File: src/rtl/isst_pkg.sv
// Shared types, command codes and read-tree sizing for the indexed sequence store.
// No dependencies; every other file imports this package.
package isst_pkg;

	localparam int WORD_W   = 32;
	localparam int KIND_W   = 3;
	localparam int POS_W    = 8;
	localparam int STATUS_W = 2;
	localparam int LEN_W    = 9;

	typedef logic [WORD_W-1:0] word_t;

	// Command kinds
	localparam logic [KIND_W-1:0] KIND_APPEND = 3'd0;
	localparam logic [KIND_W-1:0] KIND_GET    = 3'd1;
	localparam logic [KIND_W-1:0] KIND_DELETE = 3'd2;
	localparam logic [KIND_W-1:0] KIND_INSERT = 3'd3;
	localparam logic [KIND_W-1:0] KIND_SWAP   = 3'd4;

	// Result status codes
	localparam logic [STATUS_W-1:0] STATUS_OK    = 2'd0;
	localparam logic [STATUS_W-1:0] STATUS_RANGE = 2'd1;
	localparam logic [STATUS_W-1:0] STATUS_FULL  = 2'd2;

	// Operation broadcast to every cell of the chain
	typedef enum logic [2:0] {
		CELL_HOLD,
		CELL_APPEND,
		CELL_DELETE,
		CELL_INSERT,
		CELL_SWAP
	} cell_op_t;

	typedef struct packed {
		cell_op_t op;
		word_t    data;  // new word for append/insert, word read at position b for swap
		word_t    alt;   // word read at position a, written to position b on swap
	} cell_ctl_t;

	// Read tree: radix-16 OR reduction, one register level per stage
	localparam int TREE_RADIX_LOG = 4;
	localparam int TREE_RADIX     = 1 << TREE_RADIX_LOG;

	function automatic int tree_width(int n, int lvl);
		int w;
		w = n;
		for (int k = 0; k < lvl; k++) begin
			w = (w + TREE_RADIX - 1) >> TREE_RADIX_LOG;
		end
		return w;
	endfunction

	function automatic int tree_levels(int n);
		int w;
		int l;
		w = n;
		l = 0;
		while (w > 1 || l == 0) begin
			w = (w + TREE_RADIX - 1) >> TREE_RADIX_LOG;
			l++;
		end
		return l;
	endfunction

endpackage

File: src/rtl/isst_cell.sv
// One storage cell of the chain: holds a single word and takes its neighbor's word
// on shifts. Depends on isst_pkg.
module isst_cell import isst_pkg::*; #(
	parameter int IDX = 0,
	parameter int CW  = 9
) (
	input  logic          clk,
	input  cell_ctl_t     ctl,
	input  logic [CW-1:0] pos_a,
	input  logic [CW-1:0] pos_b,
	input  logic [CW-1:0] count,
	input  word_t         left,
	input  word_t         right,
	output word_t         value
);

	localparam logic [CW-1:0] IDX_C = CW'(IDX);

	word_t value_q;

	// Update own word from the broadcast command and the neighbors
	always_ff @(posedge clk) begin
		unique case (ctl.op)
			CELL_APPEND: begin
				if (IDX_C == count) value_q <= ctl.data;
			end
			CELL_DELETE: begin
				if (IDX_C >= pos_a && IDX_C < count - CW'(1)) value_q <= right;
			end
			CELL_INSERT: begin
				if (IDX_C == pos_a) value_q <= ctl.data;
				else if (IDX_C > pos_a && IDX_C <= count) value_q <= left;
			end
			CELL_SWAP: begin
				if (IDX_C == pos_a) value_q <= ctl.data;
				else if (IDX_C == pos_b) value_q <= ctl.alt;
			end
			default: ;
		endcase
	end

	assign value = value_q;

endmodule

File: config.mk
export PLATFORM = sky130hd
export DESIGN_NAME = isst_cell
export DESIGN_NICKNAME = d
export VERILOG_FILES = /design/src/rtl/isst_pkg.sv /design/src/rtl/isst_cell.sv
export SDC_FILE = /design/constraint.sdc
export NUM_CORES = 1
export LEC_CHECK = 0
export ABC_CLOCK_PERIOD_IN_PS = 2900
export BUFFER_PORTS_ARGS = -buffer_cell sky130_fd_sc_hd__buf_4
export CAP_MARGIN = 20
export CELL_PAD_IN_SITES_DETAIL_PLACEMENT = 1
export CELL_PAD_IN_SITES_GLOBAL_PLACEMENT = 1
export CORE_MARGIN = 5
export CORE_UTILIZATION = 27
export CTS_CLUSTER_SIZE = 16
export DETAILED_ROUTE_END_ITERATION = 8
export HOLD_SLACK_MARGIN = 0.1
export PLACE_DENSITY_LB_ADDON = 0.15
export SLEW_MARGIN = 25
export SYNTH_ARGS = -nofsm -noshare
export SYNTH_HDL_FRONTEND = slang
export SYNTH_SLANG_ARGS = --single-unit
File: constraint.sdc
create_clock -name clk -period 2.9 [get_ports clk]
set_clock_uncertainty 0.1 [all_clocks]
set_input_delay 0.29 -clock clk [delete_from_list [all_inputs] [get_ports clk]]
set_output_delay 0.29 -clock clk [all_outputs]
set_load 0.01 [all_outputs]
==> flow_summary.rst, run 1 <==
.. list-table::
   :header-rows: 1

   * - Metric
     - Value
   * - Result of the run
     - finished, final reports clean
   * - Final Wtd Congestion
     - 0.7811
   * - Hold Violations, Final
     - 0
   * - IO Port Bufs
     - 190
   * - Delay-heaviest family, CP
     - simple AND/OR/NAND/NOR gates
   * - Post-route minimum period
     - 2.219 ns
   * - Yosys reg bits
     - 32
   * - Routed via count divided by cell count
     - 5.186
   * - Post-CTS setup buffer count
     - 0
   * - Final ANT Viol Nets
     - 0
   * - Static Leak
     - 2.290 nW
   * - CTS tree
     - done
   * - Half-perimeter wire length after detailed placement
     - 9.168 mm
   * - Area Growth Syn to Fin
     - 57.17%
   * - All-Layer GR Usage
     - 17.93%
   * - Clock sink count
     - 32
   * - Number of instances in the synthesized netlist
     - 314
   * - Net count of the finished layout
     - 655
   * - Effective utilization at floorplan
     - 27.38%
   * - Hold Startpoint
     - ctl[49]
   * - Hold crit path type
     - input port to register
   * - Total Wirelength
     - 12.09 mm
   * - Placement-stage worst setup slack
     - 0.3659 ns
   * - Slowest cell on the critical path
     - sky130_fd_sc_hd__or4_1
   * - Routed wirelength normalized by instance count
     - 19.04 um
   * - Gates resized, CTS repair
     - 0
   * - Placement Rows
     - 38
   * - Cell chain of the critical path
     - buf_4 > or4_1 > nor4_1 > o21ai_0 > a221oi_4 > buf_4
   * - Sequential cell area fraction in the yosys report
     - 32.67%
   * - Clock Pin Slew Worst Setup and Hold Paths
     - 0.09 ns
   * - Max-slew headroom at the worst pin
     - 39.75%
   * - Global-route wire length before repair
     - 18.21 mm
   * - Clock buffer count from CTS
     - 5
   * - # setup viols final
     - 0
   * - Power density over cell area
     - 321.3 nW/um^2
   * - Pin count of the biggest net entering global routing
     - 68
   * - Crit path max fanout
     - 18
   * - Top cells by area in the synthesized netlist
     - sky130_fd_sc_hd__edfxtp_1, sky130_fd_sc_hd__a221o_1, sky130_fd_sc_hd__mux2i_1
   * - Final count of pins violating max slew
     - 0
   * - Most instantiated flip-flop cell in the synthesis netlist
     - sky130_fd_sc_hd__edfxtp_1
   * - Number of buffers on the longest clock path
     - 2
   * - Hold_buf cts
     - 0
   * - Library cell used as clock root buffer
     - sky130_fd_sc_hd__clkbuf_8
   * - Post-synth top area share
     - 32.67%
   * - Endpoint kind of the worst setup timing path
     - register
   * - Initial DRC count
     - 101
   * - Post-route fraction of the period consumed by the critical path
     - 76.53%
   * - Worst setup SP type
     - input port
   * - Antenna violations before repair
     - 0
   * - Via total after detailed routing
     - 3293
   * - Overflow left after global routing
     - 0
   * - Num ports
     - 191
   * - Antenna diode instance count
     - 0
   * - Avg Cell Area, Syn
     - 9.368 sq um
   * - Die height
     - 114.4 um
   * - Hold endpoint
     - value[17]
   * - Endpoint arrival time on the critical path
     - 2.09 ns
   * - DIE WIDTH
     - 114.4 um
   * - Largest area contributor in the netlist
     - sky130_fd_sc_hd__edfxtp_1
   * - Final WS setup
     - 0.6806 ns
   * - Peak clock frequency supported by timing
     - 450.6 MHz
   * - Post-synth EDFFs
     - 32
   * - Share of synthesized flip-flops with an asynchronous set or reset
     - 0%
   * - Hold Path Cell Cnt
     - 2
   * - Maximum vdd ir drop
     - 0.1758 mV
   * - Setup TNS
     - 0 ns
   * - RSZ-0062 raised after global routing
     - no
   * - Via count of the first global-routing pass
     - 3577
   * - Largest register FFs
     - 32
   * - Warnings, synthesis
     - 0
   * - Path type of the worst setup path
     - input port to register
   * - Residual DRC count
     - 0
   * - First-pass iteration count of the detailed router
     - 4
   * - Max Cap Violations
     - 0
   * - Total buffers and inverters traversed by the critical path
     - 2
   * - H-tree level count
     - 2
   * - Nets in the synthesized netlist
     - 475
   * - Fraction of final layout cells with drive strength greater than 1
     - 50.51%
   * - Combined area of all synthesized cells
     - 2942 sq um
   * - Tightest Pin Transition
     - 0.9018 ns
   * - Required time at the worst-slack endpoint
     - 2.77 ns
   * - Placeable core region
     - 10750 sq um
   * - Worst path most repeated cell
     - sky130_fd_sc_hd__buf_4
   * - Number of library cell types mapped by synthesis
     - 30
   * - Die Area
     - 13080 sq um
   * - Crit path largest cell delay
     - 0.55 ns
[cells in the mapped netlist (2+ instances only)]
cell	n
sky130_fd_sc_hd__buf_6	3
sky130_fd_sc_hd__nor4_1	3
sky130_fd_sc_hd__edfxtp_1	32
sky130_fd_sc_hd__nor2_1	3
sky130_fd_sc_hd__or3b_2	32
sky130_fd_sc_hd__clkbuf_1	20
sky130_fd_sc_hd__ha_1	2
sky130_fd_sc_hd__a22o_1	32
sky130_fd_sc_hd__o21ai_0	33
sky130_fd_sc_hd__nand2_1	33
sky130_fd_sc_hd__inv_1	35
sky130_fd_sc_hd__mux2i_1	32
sky130_fd_sc_hd__buf_2	4
sky130_fd_sc_hd__a221o_1	32
sky130_fd_sc_hd__buf_4	3
[layout by cell type (no fill, tap or decap), types with 2 or more instances in the layout]
cell | Yosys | final
sky130_fd_sc_hd__edfxtp_1 | 32 | 32
sky130_fd_sc_hd__mux2i_1 | 32 | 32
sky130_fd_sc_hd__a221o_1 | 32 | 32
sky130_fd_sc_hd__clkbuf_8 | 0 | 5
sky130_fd_sc_hd__buf_4 | 3 | 201
sky130_fd_sc_hd__nor2_1 | 3 | 3
sky130_fd_sc_hd__nor4_1 | 3 | 3
sky130_fd_sc_hd__ha_1 | 2 | 2
sky130_fd_sc_hd__a22o_1 | 32 | 32
sky130_fd_sc_hd__or3b_2 | 32 | 32
sky130_fd_sc_hd__inv_1 | 35 | 35
sky130_fd_sc_hd__o21ai_0 | 33 | 33
sky130_fd_sc_hd__clkinvlp_4 | 0 | 2
sky130_fd_sc_hd__nand2_1 | 33 | 33
[layer usage]
layer / GRT usage [%] / share of wire [%] / vias to the layer above / routed length [um]
met5: 0 / 0 / - / 0
li1: - / - / 1559 / -
met2: 31.26 / 50 / 136 / 6081
met4: 4.909 / 1.6 / 0 / 196
met1: 21.39 / 40 / 1584 / 4824
met3: 5.391 / 8.2 / 14 / 986
[cells by family after synthesis]
group | Yosys count | share of synthesized area (%)
multiplexers | 32 | 10.89
buffers and inverters | 65 | 9.613
AND/OR/NAND/NOR | 81 | 17.74
XOR/XNOR | 1 | 0.2978
AO/OA/AOI/OAI | 101 | 27.95
adder cells (fa/ha/maj) | 2 | 0.8506
flip-flops | 32 | 32.67
[worst max path at each step]
| stage | cells after the start | slack [ns] | startpoint | to |
|---|---|---|---|---|
| after floorplan | 4 | 0.22 | count[7] | value[0] |
| after global placement | 5 | 0.28 | ctl[66] | value[16] |
| after detailed placement | 7 | 0.37 | ctl[64] | value[20] |
| after CTS | 6 | 0.67 | count[7] | value[20] |
| after global routing | 7 | 0.54 | ctl[64] | value[16] |
| final | 6 | 0.68 | count[7] | value[20] |
[stage by stage]
step	hold WS [ns]	instance area (sq um)	cells	util (%)	power (mW)
detailed placement	0.5050	4536	627	42.21	1.137
CTS	0.1953	4623	635	43.03	1.505
global route	0.1993	4623	635	43.03	1.565
floorplan	0.4051	2953	314	-	0.8243
global placement	0.5016	4521	626	42.07	1.122
finish	0.2037	4623	635	43.03	1.486
[power breakdown]
part	switching [mW]	leakage (nW)	internal, mW	total, mW
Sequential	0.0127	0.290	0.570	0.583
Combinational	0.230	1.96	0.306	0.536
Clock	0.201	0.0378	0.166	0.367
[cell type report]
| class | instances | area [sq um] |
|---|---|---|
| Tap cell | 140 | 175.2 |
| Inverter | 35 | 131.4 |
| Clock inverter | 3 | 18.77 |
| Clock buffer | 5 | 68.82 |
| Sequential cell | 32 | 960.9 |
| Multi-Input combinational cell | 217 | 1724 |
| Timing Repair Buffer | 203 | 1544 |
| Fill cell | 1286 | 6122 |
No activity file was read; power rests on OpenSTA's default activity.
==> inputs of run 2 (changes only) <==
Settings changed: ABC_AREA from default to 1, ABC_CLOCK_PERIOD_IN_PS 2900 to 2300, CORE_UTILIZATION 27 to 25.
Clock period 2.9 ns to 2.3 ns, I/O delays scaled along.
==> flow_summary.rst, run 2 <==
.. list-table::
   :header-rows: 1

   * - Metric
     - Value
   * - Overflow left after global routing
     - 0 (unchanged)
   * - RSZ-0062 raised after global routing
     - no
   * - Setup TNS
     - 0 ns (unchanged)
   * - Global-route wire length before repair
     - 15.07 mm (-17%)
   * - Area Growth Syn to Fin
     - 73.18%
   * - First-pass iteration count of the detailed router
     - 4 (unchanged)
   * - Share of power burned in combinational logic
     - 30.0% (-6.1 points)
   * - Number of library cell types mapped by synthesis
     - 19 (-37%)
   * - Total placed cells including tap cells
     - 657 (+4.8%)
   * - Clock sink count
     - 32 (unchanged)
   * - Fraction of final layout cells with drive strength greater than 1
     - 38.99% (-12 points)
   * - Area of placed instances
     - 3916 sq um (-14%)
   * - CTS tree
     - done
   * - Via count of the first global-routing pass
     - 3250 (-9.1%)
   * - Switching Share
     - 25.56% (-4.3 points)
   * - Slowest cell on the critical path
     - sky130_fd_sc_hd__nor3b_1
   * - Clock share of power
     - 29.4% (+4.7 points)
   * - Via total after detailed routing
     - 2931 (-11%)
   * - Total Wirelength
     - 9.769 mm (-19%)
   * - Max-slew headroom at the worst pin
     - 71.55% (+32 points)
   * - Area of all sequential standard cells
     - 960.9 sq um (unchanged)
   * - Tightest Pin Transition
     - 0.4252 ns (-0.4766 ns)
   * - Initial DRC count
     - 72 (-29%)
   * - Library cell used as clock root buffer
     - sky130_fd_sc_hd__clkbuf_8
   * - Warnings, synthesis
     - 0 (unchanged)
   * - Net switching power of the design
     - 0.4614 mW (+4.2%)
   * - Num ports
     - 191 (unchanged)
   * - Net count of the finished layout
     - 714 (+9.0%)
   * - Yosys reg bits
     - 32 (unchanged)
   * - Most instantiated flip-flop cell in the synthesis netlist
     - sky130_fd_sc_hd__edfxtp_1
   * - H-tree level count
     - 2 (unchanged)
   * - Finished Cell Area
     - 4024 sq um (-13%)
   * - Cell-internal power
     - 1.344 mW (+29%)
   * - Post-CTS setup buffer count
     - 0 (unchanged)
   * - Crit path largest cell delay
     - 0.22 ns (-0.33 ns)
   * - Final Wtd Congestion
     - 0.7629 (-2.3%)
   * - Pin count of the biggest net entering global routing
     - 33 (-51%)
   * - Maximum vdd ir drop
     - 0.2047 mV (+16%)
   * - Path type of the worst setup path
     - input port to register
   * - Final count of pins violating max slew
     - 0 (unchanged)
   * - Static Leak
     - 2.226 nW (-2.8%)
   * - Half-perimeter wire length after detailed placement
     - 8.048 mm (-12%)
   * - Peak clock frequency supported by timing
     - 659.5 MHz
   * - Hold crit path type
     - input port to register
   * - Worst setup SP type
     - input port
   * - Crit path max fanout
     - 32 (+14)
   * - # setup viols final
     - 0 (unchanged)
   * - Antenna diode instance count
     - 0 (unchanged)
   * - Cell Count, Final, Fillers Out
     - 665 (+4.7%)
   * - Clock Pin Slew Worst Setup and Hold Paths
     - 0.07 ns (-0.02 ns)
   * - Routed via count divided by cell count
     - 4.408 (-15%)
   * - Post-synth top area share
     - 41.36% (+8.7 points)
   * - IO Port Bufs
     - 190 (unchanged)
   * - Largest area contributor in the netlist
     - sky130_fd_sc_hd__edfxtp_1
   * - Placeable core region
     - 9153 sq um (-15%)
   * - Endpoint kind of the worst setup timing path
     - register
   * - Endpoint arrival time on the critical path
     - 1.38 ns (-0.71 ns)
   * - Hold Startpoint
     - ctl[33]
   * - Number of instances in the synthesized netlist
     - 359 (+14%)
   * - Hold_buf cts
     - 0 (unchanged)
   * - Cell chain of the critical path
     - buf_4 > inv_1 > ha_1 > nor3b_1 > nand3_1 > nand2_1 > nand2_1 > nor2_4 > buf_12
   * - Top cells by area in the synthesized netlist
     - sky130_fd_sc_hd__edfxtp_1, sky130_fd_sc_hd__nand2_1, sky130_fd_sc_hd__nor2_1
   * - Total buffers and inverters traversed by the critical path
     - 3 (+1)
   * - Flop pwr share
     - 40.6% (+1.4 points)
   * - Share of synthesized flip-flops with an asynchronous set or reset
     - 0% (unchanged)
   * - Required time at the worst-slack endpoint
     - 2.17 ns (-0.60 ns)
   * - Post-synth EDFFs
     - 32 (unchanged)
   * - DIE WIDTH
     - 106.4 um (-7.0%)
   * - Gates resized, CTS repair
     - 0 (unchanged)
   * - Post-route minimum period
     - 1.516 ns
   * - Fillcell total
     - 1238 (-3.7%)
   * - Max Cap Violations
     - 0 (unchanged)
   * - All-Layer GR Usage
     - 16.88% (-1.1 points)
   * - Die height
     - 106.4 um (-7.0%)
   * - Largest register FFs
     - 32 (unchanged)
   * - Power density over cell area
     - 448.6 nW/um^2 (+40%)
   * - Worst path most repeated cell
     - sky130_fd_sc_hd__nand2_1
   * - Commonest non-fill, non-tap cell in the layout
     - sky130_fd_sc_hd__buf_4
   * - Antenna violations before repair
     - 0 (unchanged)
   * - Post-route fraction of the period consumed by the critical path
     - 65.93%
   * - Hold Violations, Final
     - 0 (unchanged)
   * - Library cell with the highest instance count after synthesis
     - sky130_fd_sc_hd__nand2_1
   * - Clock buffer count from CTS
     - 5 (unchanged)
   * - Final ANT Viol Nets
     - 0 (unchanged)
   * - Most frequent cells in the layout
     - sky130_fd_sc_hd__buf_4, sky130_fd_sc_hd__nand2_1, sky130_fd_sc_hd__nor2_1
   * - Delay-heaviest family, CP
     - simple AND/OR/NAND/NOR gates
   * - Result of the run
     - finished, final reports clean
   * - Avg Cell Area, Syn
     - 6.472 sq um (-31%)
   * - Sequential cell area fraction in the yosys report
     - 41.36% (+8.7 points)
   * - Die Area
     - 11320 sq um (-13%)
   * - Hold endpoint
     - value[1]
   * - Nets in the synthesized netlist
     - 520 (+9.5%)
   * - Combined area of all synthesized cells
     - 2323 sq um (-21%)
   * - Number of buffers on the longest clock path
     - 2 (unchanged)
   * - Residual DRC count
     - 0 (unchanged)
   * - Routed wirelength normalized by instance count
     - 14.69 um (-23%)
   * - Area of the multi-input gates
     - 1134 sq um (-34%)
   * - Effective utilization at floorplan
     - 25.39% (-2.0 points)
   * - Most used standard cells in the synthesized netlist
     - sky130_fd_sc_hd__nand2_1, sky130_fd_sc_hd__nor2_1, sky130_fd_sc_hd__inv_1
   * - Hold Path Cell Cnt
     - 3 (+1)
   * - Placement Rows
     - 35 (-7.9%)
[run 2: cell count changes in the layout (fill, tap and decap cells not counted), sizes merged, moves of 4 or more]
cell,previous run,this run
nand2,33,142
or3b,33,0
a221o,32,0
nand3,2,36
a22o,32,0
nor4,4,0
inv,35,42
o21ai,33,0
mux2i,32,0
nor2,3,81
[run 2: power by group through the flow]
stage / sequential (mW) / clock, mW / combinational (mW)
5_1_grt: 0.738 / 0.579 / 0.598
6_report: 0.733 / 0.531 / 0.541
3_3_place_gp: 0.744 / 0 / 0.541
3_5_place_dp: 0.747 / 0 / 0.551
2_1_floorplan: 0.779 / 0 / 0.158
4_1_cts: 0.734 / 0.549 / 0.552
[run 2: routing by layer]
metal	global-route usage (%)	vias up	part of all wire, %
li1	-	1486	-
met4	4.810	0	1.7
met5	0	-	0
met2	32.04	108	54
met1	17.72	1325	36
met3	5.282	12	8.1
[run 2: logic make-up (layout without fill, tap and decap cells)]
family	after synthesis	in the layout	share of synthesized area, %
AOI/OAI and AO/OA	1	1	0.3232
adders and majority gates	2	2	1.077
xor gates and xnor gates	1	1	0.3770
DFF	32	32	41.36
buffers and inverters	57	252	10.55
and+or+nand+nor	266	266	46.31
[run 2: area by class of cell]
class	count	share of cell area [%]
well taps	111	3.451
flip-flops and latches	32	23.88
inverters	43	4.011
repair buffers	201	37.81
clock inverters	2	0.8706
clock buffers	6	1.803
multi-input cells	270	28.17
[run 2: worst max-delay path by stage]
stage,depth (start not counted),endpoint,from,slack (ns)
finish,9,value[13],count[0],0.78
global route,9,value[24],count[0],0.66
CTS,9,value[4],count[0],0.76
detailed placement,9,value[19],count[0],0.47
global placement,9,value[19],count[0],0.52
floorplan,7,value[0],ctl[66],0.16
[run 2: metrics by stage]
stage	power, mW	setup slack (ns)	hold WS [ns]	utilization [%]
2_1_floorplan	0.9365	0.1603	0.3155	-
3_3_place_gp	1.285	0.5199	0.4003	42.79
3_5_place_dp	1.298	0.4677	0.4073	42.79
4_1_cts	1.834	0.7636	0.1085	43.96
5_1_grt	1.916	0.6590	0.1091	43.96
6_report	1.805	0.7837	0.1178	43.96
[run 2: worst min-delay path, stage by stage]
cell and delay, ns:
sky130_fd_sc_hd__buf_4 0.08, sky130_fd_sc_hd__nand2_1 0.04, sky130_fd_sc_hd__nand2_1 0.05
